<file path="src/rtl/pva_pkg.sv">
// pva_pkg: shared types and constants of the polyphonic voice allocator
// no dependencies
`default_nettype none
package pva_pkg;

  localparam int REG_POS = 8;  // positions that have register bits

  localparam logic [2:0] OP_NOTE_ON  = 3'd0;
  localparam logic [2:0] OP_NOTE_OFF = 3'd1;
  localparam logic [2:0] OP_ALL_OFF  = 3'd2;
  localparam logic [2:0] OP_ARP_ON   = 3'd3;
  localparam logic [2:0] OP_ARP_OFF  = 3'd4;

  localparam logic [1:0] MODE_RR     = 2'd0;
  localparam logic [1:0] MODE_UNISON = 2'd1;

  localparam logic [2:0] CFG_MODE      = 3'd0;
  localparam logic [2:0] CFG_SPLIT     = 3'd1;
  localparam logic [2:0] CFG_MELODIC   = 3'd2;
  localparam logic [2:0] CFG_GROUP     = 3'd3;
  localparam logic [2:0] CFG_GRP_EN    = 3'd4;
  localparam logic [2:0] CFG_TIER      = 3'd5;
  localparam logic [2:0] CFG_CHAN_EN   = 3'd6;
  localparam logic [2:0] CFG_CHAN_IDS  = 3'd7;

  localparam logic CMD_OFF = 1'b0;
  localparam logic CMD_ON  = 1'b1;

  typedef struct packed {
    logic [2:0] opcode;
    logic [6:0] note;
    logic [6:0] velocity;
  } req_t;

  typedef struct packed {
    logic       command;
    logic [3:0] channel_id;
    logic [6:0] out_note;
    logic [6:0] out_velocity;
    logic       last;
  } rsp_t;

  // state of one voice position
  typedef struct packed {
    logic        busy;
    logic [6:0]  note;
    logic [31:0] age;
  } voice_t;

endpackage
`default_nettype wire

</file>
<file path="src/rtl/pva_if.sv">
// pva_if: request and response channel interfaces
// depends on pva_pkg
`default_nettype none
interface pva_req_if import pva_pkg::*; ();
  logic valid;
  logic ready;
  req_t payload;
  modport source (output valid, output payload, input ready);
  modport sink (input valid, input payload, output ready);
endinterface

interface pva_rsp_if import pva_pkg::*; ();
  logic valid;
  logic ready;
  rsp_t payload;
  modport source (output valid, output payload, input ready);
  modport sink (input valid, input payload, output ready);
endinterface
`default_nettype wire

</file>
<file path="src/rtl/pva_cell.sv">
// pva_cell: one voice position of the rotating state ring
// depends on pva_pkg
`default_nettype none
module pva_cell import pva_pkg::*; (
  input  wire    clk_i,
  input  wire    rst_ni,
  input  wire    shift_i,
  input  voice_t voice_i,
  output voice_t voice_o
);
  voice_t voice_q;

  always_ff @(posedge clk_i or negedge rst_ni) begin
    if (!rst_ni) begin
      voice_q <= '0;
    end else if (shift_i) begin
      voice_q <= voice_i;
    end
  end

  assign voice_o = voice_q;
endmodule
`default_nettype wire

</file>
<file path="src/rtl/polyphonic_voice_allocator.sv">
// polyphonic_voice_allocator: maps note events onto chip channel positions
// depends on pva_pkg, pva_if, pva_cell
//
// usage: requests (opcode, note, velocity) arrive on req; each produces zero
// or more chip commands on rsp, the final one flagged with last. registers
// are written through cfg_we_i / cfg_idx_i / cfg_data_i; the user must write
// them only while idle, as the block itself does not enforce it.
// the voice state sits in a ring of NUM_POSITIONS cells that rotates one
// position per cycle past a single head, where the controller inspects and
// rewrites it, while a pass runs and the output does not stall.
// a request is taken only when the previous one is fully done.
// passes per request: note off, all off, unison note on: one pass;
// round robin or split note on: two passes (search then trigger);
// arp on with a release: one more pass. the ring also holds while a note-off
// goes out ahead of a note-on on the same position, and a closing step ends
// each request. commands go through a one-entry holding stage and an output
// register, so a stalled receiver freezes the ring without loss.
// reset frees every position, zeroes stamps and the arp note, and loads
// register defaults; no clearing pass is needed.
`default_nettype none
module polyphonic_voice_allocator import pva_pkg::*; #(
  parameter int NUM_POSITIONS = 8,
  parameter int NUM_GROUPS    = 8
) (
  input  wire        clk_i,
  input  wire        rst_ni,
  pva_req_if.sink    req,
  pva_rsp_if.source  rsp,
  input  wire        cfg_we_i,
  input  wire [2:0]  cfg_idx_i,
  input  wire [31:0] cfg_data_i
);
  localparam int IW = (NUM_POSITIONS > 1) ? $clog2(NUM_POSITIONS) : 1;
  localparam logic [IW-1:0] LAST_IDX = IW'(NUM_POSITIONS - 1);

  typedef enum logic [2:0] {
    ST_IDLE, ST_SCAN, ST_OFF, ST_ALL, ST_TRIG, ST_FLUSH
  } state_e;

  // configuration
  logic [1:0]  mode_q;
  logic [7:0]  split_q, melodic_q, grp_en_q, tier_q, chan_en_q;
  logic [23:0] group_q;
  logic [31:0] chan_ids_q;

  always_ff @(posedge clk_i or negedge rst_ni) begin
    if (!rst_ni) begin
      mode_q     <= MODE_RR;
      split_q    <= 8'd60;
      melodic_q  <= 8'hff;
      group_q    <= '0;
      grp_en_q   <= 8'd1;
      tier_q     <= '0;
      chan_en_q  <= 8'hff;
      chan_ids_q <= 32'h7654_3210;
    end else if (cfg_we_i) begin
      unique case (cfg_idx_i)
        CFG_MODE:     mode_q     <= cfg_data_i[1:0];
        CFG_SPLIT:    split_q    <= cfg_data_i[7:0];
        CFG_MELODIC:  melodic_q  <= cfg_data_i[7:0];
        CFG_GROUP:    group_q    <= cfg_data_i[23:0];
        CFG_GRP_EN:   grp_en_q   <= cfg_data_i[7:0];
        CFG_TIER:     tier_q     <= cfg_data_i[7:0];
        CFG_CHAN_EN:  chan_en_q  <= cfg_data_i[7:0];
        CFG_CHAN_IDS: chan_ids_q <= cfg_data_i;
        default: ;
      endcase
    end
  end

  state_e         state_q;
  logic [IW-1:0]  idx_q;
  logic           sub_q;
  logic [6:0]     note_q, vel_q, off_note_q;
  logic           then_on_q;
  logic [31:0]    age_q;
  logic           arp_valid_q;
  logic [6:0]     arp_note_q;
  logic           mt_v_q, fr_v_q, od_v_q;
  logic [IW-1:0]  mt_i_q, fr_i_q, od_i_q;
  logic [31:0]    od_age_q;
  logic           pend_valid_q, out_valid_q;
  rsp_t           pend_q, out_q;

  // ring of cells
  voice_t ring_q [NUM_POSITIONS];
  voice_t head, tail;
  logic   advance;

  for (genvar i = 0; i < NUM_POSITIONS; i++) begin : g_cell
    voice_t cin;
    if (i == NUM_POSITIONS - 1) begin : g_tail
      assign cin = tail;
    end else begin : g_mid
      assign cin = ring_q[i+1];
    end
    pva_cell u_cell (
      .clk_i   (clk_i),
      .rst_ni  (rst_ni),
      .shift_i (advance),
      .voice_i (cin),
      .voice_o (ring_q[i])
    );
  end
  assign head = ring_q[0];

  // per-position attributes of the head position
  logic [3:0] pos4;
  logic [2:0] pl, grp;
  logic       in_reg, usable, tier, cen;
  logic [3:0] chan;
  logic [7:0] ge_eff;

  always_comb begin
    pos4   = 4'(idx_q);
    pl     = pos4[2:0];
    in_reg = (32'(pos4) < REG_POS);
    grp    = group_q[pl*3 +: 3];
    ge_eff = grp_en_q | 8'd1;
    usable = in_reg && melodic_q[pl] && (32'(grp) < NUM_GROUPS) && ge_eff[grp];
    tier   = in_reg && tier_q[pl];
    cen    = in_reg && chan_en_q[pl];
    chan   = in_reg ? chan_ids_q[pl*4 +: 4] : 4'd0;
  end

  logic want_tier, elig, p_v, target, last_pass;
  logic [IW-1:0] p_i;

  assign want_tier = ({1'b0, note_q} >= split_q);
  assign elig      = usable && ((mode_q == MODE_RR) || (tier == want_tier));
  assign last_pass = (idx_q == LAST_IDX);

  always_comb begin
    p_v = 1'b1;
    p_i = od_i_q;
    if (mt_v_q) p_i = mt_i_q;
    else if (fr_v_q) p_i = fr_i_q;
    else if (!od_v_q) p_v = 1'b0;
  end

  assign target = (mode_q == MODE_UNISON) ? (usable && cen) : (p_v && idx_q == p_i);

  // head step: what to emit and what to write back
  logic emit, step, progress, out_free, sub_d;
  rsp_t emit_rsp;

  assign out_free = !out_valid_q || rsp.ready;

  always_comb begin
    emit     = 1'b0;
    step     = 1'b0;
    sub_d    = sub_q;
    tail     = head;
    emit_rsp = '0;
    emit_rsp.channel_id = chan;
    unique case (state_q)
      ST_SCAN: step = 1'b1;
      ST_OFF: begin
        step = 1'b1;
        if (head.busy && head.note == off_note_q) begin
          emit      = 1'b1;
          tail.busy = 1'b0;
        end
      end
      ST_ALL: begin
        step      = 1'b1;
        emit      = 1'b1;
        tail.busy = 1'b0;
      end
      ST_TRIG: begin
        if (target && head.busy && !sub_q) begin
          emit  = 1'b1;
          sub_d = 1'b1;
        end else if (target) begin
          emit                  = 1'b1;
          step                  = 1'b1;
          sub_d                 = 1'b0;
          emit_rsp.command      = CMD_ON;
          emit_rsp.out_note     = note_q;
          emit_rsp.out_velocity = vel_q;
          tail.busy             = 1'b1;
          tail.note             = note_q;
          tail.age              = age_q + 32'd1;
        end else begin
          step = 1'b1;
        end
      end
      default: ;
    endcase
    progress = !emit || !pend_valid_q || out_free;
  end

  assign advance = step && progress;

  logic acc;
  assign acc       = req.valid && req.ready;
  assign req.ready = (state_q == ST_IDLE);

  state_e on_state;
  assign on_state = (mode_q == MODE_UNISON) ? ST_TRIG : ST_SCAN;

  always_ff @(posedge clk_i or negedge rst_ni) begin
    if (!rst_ni) begin
      state_q      <= ST_IDLE;
      idx_q        <= '0;
      sub_q        <= 1'b0;
      then_on_q    <= 1'b0;
      age_q        <= '0;
      arp_valid_q  <= 1'b0;
      arp_note_q   <= '0;
      mt_v_q       <= 1'b0;
      fr_v_q       <= 1'b0;
      od_v_q       <= 1'b0;
      pend_valid_q <= 1'b0;
      out_valid_q  <= 1'b0;
      note_q       <= '0;
      vel_q        <= '0;
      off_note_q   <= '0;
      mt_i_q       <= '0;
      fr_i_q       <= '0;
      od_i_q       <= '0;
      od_age_q     <= '0;
      pend_q       <= '0;
      out_q        <= '0;
    end else begin
      // cleared only when no new command moves into the output register
      if (out_valid_q && rsp.ready && !(emit && progress && pend_valid_q) &&
          !(state_q == ST_FLUSH && pend_valid_q)) begin
        out_valid_q <= 1'b0;
      end

      if (emit && progress) begin
        sub_q <= sub_d;
        if (pend_valid_q) begin
          out_q       <= pend_q;
          out_valid_q <= 1'b1;
        end
        pend_q       <= emit_rsp;
        pend_valid_q <= 1'b1;
      end

      if (state_q == ST_TRIG && advance && target) age_q <= age_q + 32'd1;

      // search for the round robin / split target
      if (state_q == ST_SCAN && elig) begin
        if (mode_q == MODE_RR && head.busy && head.note == note_q && !mt_v_q) begin
          mt_v_q <= 1'b1;
          mt_i_q <= idx_q;
        end
        if (!head.busy && !fr_v_q) begin
          fr_v_q <= 1'b1;
          fr_i_q <= idx_q;
        end
        if (!od_v_q || head.age < od_age_q) begin
          od_v_q   <= 1'b1;
          od_i_q   <= idx_q;
          od_age_q <= head.age;
        end
      end

      if (advance) begin
        idx_q <= last_pass ? '0 : idx_q + IW'(1);
        if (last_pass) begin
          unique case (state_q)
            ST_SCAN: state_q <= ST_TRIG;
            ST_OFF:  state_q <= then_on_q ? on_state : ST_FLUSH;
            default: state_q <= ST_FLUSH;
          endcase
        end
      end

      unique case (state_q)
        ST_IDLE: begin
          if (acc) begin
            note_q    <= req.payload.note;
            vel_q     <= req.payload.velocity;
            then_on_q <= 1'b0;
            sub_q     <= 1'b0;
            mt_v_q    <= 1'b0;
            fr_v_q    <= 1'b0;
            od_v_q    <= 1'b0;
            priority case (req.payload.opcode)
              OP_NOTE_ON: state_q <= on_state;
              OP_NOTE_OFF: begin
                off_note_q <= req.payload.note;
                state_q    <= ST_OFF;
              end
              OP_ALL_OFF: state_q <= ST_ALL;
              OP_ARP_ON: begin
                arp_valid_q <= 1'b1;
                arp_note_q  <= req.payload.note;
                off_note_q  <= arp_note_q;
                if (arp_valid_q && arp_note_q != req.payload.note) begin
                  then_on_q <= 1'b1;
                  state_q   <= ST_OFF;
                end else begin
                  state_q <= on_state;
                end
              end
              OP_ARP_OFF: begin
                arp_valid_q <= 1'b0;
                off_note_q  <= arp_note_q;
                state_q     <= arp_valid_q ? ST_OFF : ST_FLUSH;
              end
              default: state_q <= ST_FLUSH;
            endcase
          end
        end
        ST_FLUSH: begin
          if (!pend_valid_q) begin
            state_q <= ST_IDLE;
          end else if (out_free) begin
            // last is the low bit of the packed command
            out_q        <= {pend_q[$bits(rsp_t)-1:1], 1'b1};
            out_valid_q  <= 1'b1;
            pend_valid_q <= 1'b0;
            state_q      <= ST_IDLE;
          end
        end
        default: ;
      endcase
    end
  end

  assign rsp.valid   = out_valid_q;
  assign rsp.payload = out_q;

  // ring is home whenever no request is in flight
  a_idle_home: assert property (@(posedge clk_i) disable iff (!rst_ni)
    state_q == ST_IDLE |-> idx_q == '0 && !pend_valid_q)
    else $error("ring not aligned or result pending while idle");

  a_acc_busy: assert property (@(posedge clk_i) disable iff (!rst_ni)
    acc |=> state_q != ST_IDLE)
    else $error("accepted request did not start");

  a_age_trig: assert property (@(posedge clk_i) disable iff (!rst_ni)
    age_q != $past(age_q) |-> $past(state_q) == ST_TRIG)
    else $error("stamp counter moved outside trigger pass");

  a_stall_hold: assert property (@(posedge clk_i) disable iff (!rst_ni)
    out_valid_q && !rsp.ready && pend_valid_q |=> !$past(advance && emit) ||
      $past(!emit))
    else $error("emitted into a full holding stage");

endmodule
`default_nettype wire
</file>
<file path="src/flat_wrapper.sv">
// flat-port wrapper written by rule: the top's interface ports become plain ports
module polyphonic_voice_allocator_flat import pva_pkg::*;
#(
  parameter int NUM_POSITIONS = 8,
  parameter int NUM_GROUPS    = 8
)
  (clk_i, rst_ni, cfg_we_i, cfg_idx_i, cfg_data_i, req_valid, req_payload, req_ready, rsp_valid, rsp_payload, rsp_ready);
  pva_req_if req_i ();
  pva_rsp_if rsp_i ();
  input  wire clk_i;
  input  wire rst_ni;
  input  wire cfg_we_i;
  input  wire [2:0] cfg_idx_i;
  input  wire [31:0] cfg_data_i;
  input wire logic [$bits(req_i.valid)-1:0] req_valid;
  input wire logic [$bits(req_i.payload)-1:0] req_payload;
  output wire logic [$bits(req_i.ready)-1:0] req_ready;
  output wire logic [$bits(rsp_i.valid)-1:0] rsp_valid;
  output wire logic [$bits(rsp_i.payload)-1:0] rsp_payload;
  input wire logic [$bits(rsp_i.ready)-1:0] rsp_ready;
  assign req_i.valid = req_valid;
  assign req_i.payload = req_payload;
  assign req_ready = req_i.ready;
  assign rsp_valid = rsp_i.valid;
  assign rsp_payload = rsp_i.payload;
  assign rsp_i.ready = rsp_ready;
  polyphonic_voice_allocator #(.NUM_POSITIONS(NUM_POSITIONS), .NUM_GROUPS(NUM_GROUPS)) u_core (.clk_i(clk_i), .rst_ni(rst_ni), .req(req_i), .rsp(rsp_i), .cfg_we_i(cfg_we_i), .cfg_idx_i(cfg_idx_i), .cfg_data_i(cfg_data_i));
endmodule
</file>
<file path="config.mk">
export PLATFORM = sky130hd
export DESIGN_NAME = polyphonic_voice_allocator_flat
export DESIGN_NICKNAME = d
export VERILOG_FILES = /design/src/rtl/pva_pkg.sv /design/src/rtl/pva_if.sv /design/src/rtl/pva_cell.sv /design/src/rtl/polyphonic_voice_allocator.sv /design/src/flat_wrapper.sv
export SDC_FILE = /design/constraint.sdc
export NUM_CORES = 1
export LEC_CHECK = 0
export ABC_AREA = 1
export BUFFER_PORTS_ARGS = -buffer_cell sky130_fd_sc_hd__buf_2
export CAP_MARGIN = 20
export CORE_MARGIN = 2
export CORE_UTILIZATION = 59
export CTS_BUF_LIST = sky130_fd_sc_hd__clkbuf_2
export DETAILED_ROUTE_END_ITERATION = 16
export PLACE_DENSITY_LB_ADDON = 0.2
export SYNTH_ARGS = -nofsm -noshare
export SYNTH_HDL_FRONTEND = slang
export SYNTH_HIERARCHICAL = 1
export SYNTH_SLANG_ARGS = --single-unit
export TNS_END_PERCENT = 100
</file>
<file path="constraint.sdc">
create_clock -name clk_i -period 5.24 [get_ports clk_i]
set_input_delay 1.572 -clock clk_i [delete_from_list [all_inputs] [get_ports clk_i]]
set_output_delay 1.572 -clock clk_i [all_outputs]
set_load 0.005 [all_outputs]
</file>
Yosys cells after proc, flatten, opt, wreduce, memory -nomap -nowiden
Index checks and enable logic that the tools add are counted.

storage, ports and cells
  bits in registers = 572
  input port bits = 57
  output and inout port bits = 22
  word-level logic and storage cells = 233

operators by class
  add/sub/neg operators = 2
  multiply operators = 1
  magnitude comparators = 4
  eq/ne operators = 23
  shift-type cells = 2
  muxes and demuxes = 80
  reductions and logical operators = 61

operator list
  kind                   count
  $mux 20                5
  $mux 40                2
  $mux 1                 45
  $mux 14                3
  $mux 39                1
  $mux 3                 12
  $add 32x1->32 const B  1
  $lt 32x32->1           1
  $shiftx 32x6->4        1
  $eq 3x3->1 const B     8
  $reduce_and 2->1       12
  $shiftx 24x6->3        1
  $logic_and 1x1->1      23
  $eq 3x2->1 const B     6
  $pmux 3 s5             1
  $eq 7x7->1             2
  $pmux 7 s2             1
  $bmux 1 s3             4
  $pmux 3 s2             2
  $logic_not 1->1        10
  $eq 3x1->1 const B     3
  $logic_not 3->1        3
  $reduce_and 3->1       3
  $ge 7x8->1             1
  other kinds (14)       22

Depth between registers and ports, before layout
  depth after elaboration = 25
  depth in mapped cells = 24
  gate-level depth less buffers = 20

Hierarchy
The synthesis kept the hierarchy.

modules (own cells, without submodules)
  module                      instances  cells each  area each (um^2)  seq. area each (um^2)
  polyphonic_voice_allocator  1          1,597       12,921.1          6,321.1
  pva_cell                    8          170         1,605.3           1,001.0

Least setup slack after synthesis
No wires, ideal clock.

  path kind = in2reg
  from = input cfg_idx_i[0]
  to = register u_core.chan_ids_q[10]
  setup time = 0.133 ns
  arrival = 2.871 ns
  required time = 5.107 ns
  slack = 2.237 ns
  stages on the path = 5
  buffers on the path = 2
  cells stage by stage = inv_1 > nor3_1 > clkbuf_1 > clkbuf_1 > a21oi_1

on the way
  cells in the longest elaborated chain, start to end = 2

RTL lines
  what                        RTL line                          RTL
  start, declared             flat_wrapper.sv:13                input wire [2:0] cfg_idx_i;
  $eq 3x3->1                  polyphonic_voice_allocator.sv:57  unique case (cfg_idx_i)
  $reduce_and 2->1 (no line)  --
  end signal, assigned        polyphonic_voice_allocator.sv:65  CFG_CHAN_IDS: chan_ids_q <= cfg_data_i;
  end, declared               polyphonic_voice_allocator.sv:44  logic [31:0] chan_ids_q;

Every way passes these cells.
A chain may end at the register's enable or synchronous reset.

Final worst setup path
  from = register u_core.state_q[0]
  to = output req_ready

on the way
  cells in the longest elaborated chain, start to end = 1

RTL lines
  what                    RTL line                           RTL
  start, declared         polyphonic_voice_allocator.sv:71   state_e state_q;
  start signal, assigned  polyphonic_voice_allocator.sv:266  ST_OFF: state_q <= then_on_q ? on_state : ST_FLUSH;
  start signal, assigned  polyphonic_voice_allocator.sv:283  OP_NOTE_ON: state_q <= on_state;
  start signal, assigned  polyphonic_voice_allocator.sv:297  state_q <= on_state;
  $logic_not 3->1         polyphonic_voice_allocator.sv:197  assign req.ready = (state_q == ST_IDLE);
  end, declared           flat_wrapper.sv:17                 output wire logic [$bits(req_i.ready)-1:0] req_ready;

Every way passes these cells.

==> impl_metrics.json <==
{
  "hold_viol_final": 0,
  "cts_tree": "done",
  "timing.final.crit_period_ns": 4.00,
  "avgSynthCellArea_sq_um": 8.71,
  "cts_setup_buffers": 0,
  "gr-usage-met3": 0.0513,
  "synth_xor_area_frac": 0.0170,
  "cpPeakStageDelay_ns": 0.43,
  "cts_hold_buf": 0,
  "dr.pass1.iters": 5,
  "synth_compound_area_frac": 0.0681,
  "die_height_um": 213,
  "grt_usage": 0.277,
  "clk_latency_ns": 1.30,
  "worst-endpoint-required_ns": 3.67,
  "multi_input_area_sq_mm": 0.00938,
  "fin_total_pwr_mw": 14.8,
  "crit_top_cell": "nor2_1",
  "initial_core_util": 0.598,
  "synth_edf_count": 0,
  "numPortBuffers": 78,
  "die_x_um": 213,
  "synth_cell_types": 46,
  "drt_iter0_markers": 1450,
  "critPathCaptureType": "primary output",
  "seq_area_sq_mm": 0.0143,
  "cts_resized": 0,
  "clkSinkCount": 571,
  "dp_slack_ns": 1.37,
  "cp-start-kind": "flop",
  "hpwl_mm": 38.1,
  "antenna_found_initial": 2,
  "dp.cells": 3513,
  "place.gp.congestion": 0.893,
  "cts_made_buffers": 149,
  "ys_warn_count": 6,
  "relSlewSlack": 0.383,
  "ant_nets": 0,
  "cp_top_family": "simple AND/OR/NAND/NOR gates",
  "synth-main-ff-cell": "dfrtp_1",
  "syn_inst": 2957,
  "worstPathMaxFanout": 4,
  "design_area_sq_mm": 0.0275,
  "yosysSeqAreaShare": 0.556,
  "status": "completed",
  "maxCapViolations": 0,
  "layout_setup_ws_ns": 1.24,
  "fin_util": 0.638,
  "syn-cell-area_sq_mm": 0.0258,
  "grt_pass1_vias": 20300,
  "grt_pass1_wl_mm": 99.0,
  "grtUsageMet2": 0.461,
  "critPathSlowestCell": "dfrtp_1",
  "synth_top_family_by_area": "simple AND/OR/NAND/NOR gates",
  "dpl_cell_area_sq_mm": 0.0259,
  "rsz0062_at_grt": "no",
  "drcViolationCount": 0,
  "use_met1": 0.352,
  "peakVddDrop_mv": 0.375,
  "path_class": "flop to primary output",
  "period_share": 0.763,
  "fin_nets": 3178,
  "cts.htree.levels": 4,
  "cp_cell_sequence": "nor2_1, inv_1, nor2_1, buf_2",
  "via_count": 19900,
  "r2r_slack_ns": 1.27,
  "path_buf_inv": 2,
  "core_sq_mm": 0.0431,
  "cts_buffer_depth": 3,
  "fin_cells": 3781,
  "row_count": 76,
  "power.density_mw_per_mm2": 540,
  "setup_viol": 0,
  "synthAdderAreaFrac": 0.0199,
  "muxShareOfSynthArea": 0.00699,
  "finalClockSkew_ns": 0.0719,
  "wirelength_mm": 59.5,
  "ios": 79,
  "power.leakage_nw": 14.9,
  "clock.fmax_ghz": 0.250,
  "slew_viol_final": 0,
  "num-fill-cells": 3805,
  "whs_ns": 0.375,
  "routedWlPerCell_um": 15.7,
  "grt_max_degree": 106,
  "yosys.area_share.simple": 0.252,
  "overflow": 0,
  "vias_per_cell": 5.27,
  "die_area_sq_mm": 0.0454,
  "gr-max-usage-layer": "met2",
  "areaGrowthSynthToFinish_pct": 6.63,
  "holdCritPathClass": "input port to async pin",
  "synth_seq_cells": 571,
  "tns_ns": 0,
  "worst_pin_slew_ns": 0.925,
  "synthesis.nets": 3055,
  "async_flop_share": 1.00,
  "clkTransAtPathRegs_ns": 0.13,
  "cts_root_buf": "clkbuf_2",
  "drive_above_1_share": 0.155,
  "critPathArrivalTime_ns": 2.42
}
[worst paths after layout]
check | cells after the start | endpoint | start
worst max-delay path | 4 | req_ready | u_core/state_q[0]$_DFF_PN0_
min in group clk_i | 2 | u_core/g_cell[3].u_cell/voice_o[15]$_DFFE_PN0P_ | u_core/g_cell[4].u_cell/voice_o[15]$_DFFE_PN0P_
worst min-delay path | 1 | u_core/vel_q[5]$_DFFE_PN0P_ | rst_ni
worst max register to register | 20 | u_core/g_cell[3].u_cell/voice_o[13]$_DFFE_PN0P_ | u_core/idx_q[1]$_DFFE_PN0N_
max in group asynchronous | 2 | u_core/g_cell[2].u_cell/voice_o[29]$_DFFE_PN0P_ | rst_ni
worst min register to register | 2 | u_core/g_cell[3].u_cell/voice_o[15]$_DFFE_PN0P_ | u_core/g_cell[4].u_cell/voice_o[15]$_DFFE_PN0P_
[cell type report]
cell class / count / area share
Clock inverter: 52 / 0.0164
Timing Repair Buffer: 104 / 0.0258
Clock buffer: 212 / 0.0386
Tap cell: 585 / 0.0266
Antenna cell: 3 / 0.000273
Sequential cell: 571 / 0.522
Inverter: 195 / 0.0293
Multi-Input combinational cell: 2059 / 0.341
[layer usage]
metal	part of all wire	vias up
met3	0.049	123
met4	0.030	0
met1	0.43	9704
li1	-	9559
met5	0	-
met2	0.49	535
[cells in the mapped netlist (3+ instances only)]
cell / n / area share
buf_6: 47 / 0.021
nand4_1: 12 / 0.0029
xor2_1: 38 / 0.013
o21ai_0: 221 / 0.043
o22ai_1: 6 / 0.0015
dfstp_2: 32 / 0.033
buf_12: 9 / 0.0070
ha_1: 41 / 0.020
clkbuf_8: 24 / 0.013
o221ai_1: 4 / 0.0014
dfrtp_1: 539 / 0.52
xnor2_1: 12 / 0.0041
o21ai_2: 5 / 0.0017
nand2_2: 84 / 0.020
a22oi_1: 3 / 0.00087
a21oi_1: 61 / 0.012
a31oi_1: 9 / 0.0022
o211ai_1: 8 / 0.0023
buf_4: 5 / 0.0015
nand2_1: 1331 / 0.19
inv_1: 179 / 0.026
inv_2: 5 / 0.00073
nand3_1: 61 / 0.012
buf_2: 13 / 0.0025
clkbuf_1: 34 / 0.0050
o21ai_1: 10 / 0.0019
mux2_2: 16 / 0.0070
nor2_1: 99 / 0.014
nor4_1: 6 / 0.0015
inv_8: 8 / 0.0035
nor3_1: 17 / 0.0033
[worst register-to-register path, stage by stage (launching register included)]
cell     delay, ns
dfrtp_1       0.37
buf_4         0.22
inv_1         0.64
nand3_1       0.17
nand3_1       0.19
nand2_1       0.12
nand2_1       0.08
nand3_1       0.07
nand2_1       0.07
nand2_1       0.06
nand4_1       0.09
nand2_2       0.08
nand2_4       0.09
nand2_2       0.08
nand2_1       0.10
nand2_1       0.21
inv_8         0.49
buf_12        0.36
inv_8         0.16
nand2_1       0.17
nand2_1       0.05
[power breakdown]
group / internal (mW) / switching (mW)
sequential: 5.51 / 0.786
clock: 1.54 / 1.87
combinational: 1.47 / 3.67
total: 8.52 / 6.33
[sequential cells by signal, indices dropped and copies added, names as in the netlist, 3 cells and up]
register and cells:
u_core/age_q 32, u_core/arp_note_q 7, u_core/chan_en_q 8, u_core/chan_ids_q 32, u_core/fr_i_q 3, u_core/g_cell.u_cell/voice_o 320, u_core/group_q 24, u_core/grp_en_q 7
u_core/idx_q 3, u_core/melodic_q 8, u_core/mt_i_q 3, u_core/note_q 7, u_core/od_age_q 32, u_core/od_i_q 3, u_core/off_note_q 7, u_core/pend_q 19
u_core/rsp.payload 20, u_core/split_q 8, u_core/state_q 3, u_core/tier_q 8, u_core/vel_q 7
[placed cells by master, fill, tap and decap left out, types with 10 or more instances in the layout]
| cell | netlist | layout |
|---|---|---|
| mux2_2 | 16 | 16 |
| nand4_1 | 12 | 12 |
| nor3_1 | 17 | 16 |
| clkbuf_2 | 0 | 212 |
| buf_4 | 5 | 17 |
| a21oi_1 | 61 | 61 |
| clkinv_1 | 2 | 33 |
| nand3_1 | 61 | 61 |
| inv_1 | 179 | 178 |
| nor2_1 | 99 | 99 |
| dfrtp_1 | 539 | 539 |
| nand2_2 | 84 | 85 |
| ha_1 | 41 | 41 |
| xor2_1 | 38 | 38 |
| o21ai_1 | 10 | 10 |
| o21ai_0 | 221 | 221 |
| dfstp_2 | 32 | 32 |
| xnor2_1 | 12 | 12 |
| nand2_1 | 1331 | 1330 |
| buf_2 | 13 | 77 |
| inv_2 | 5 | 10 |
[logic make-up after synthesis]
family          Yosys count
compound gates          332
xor+xnor                 50
fa+ha+maj                41
buf+inv                 327
flops                   571
mux                      16
simple gates           1620
Power figures use the tool's default switching activity.
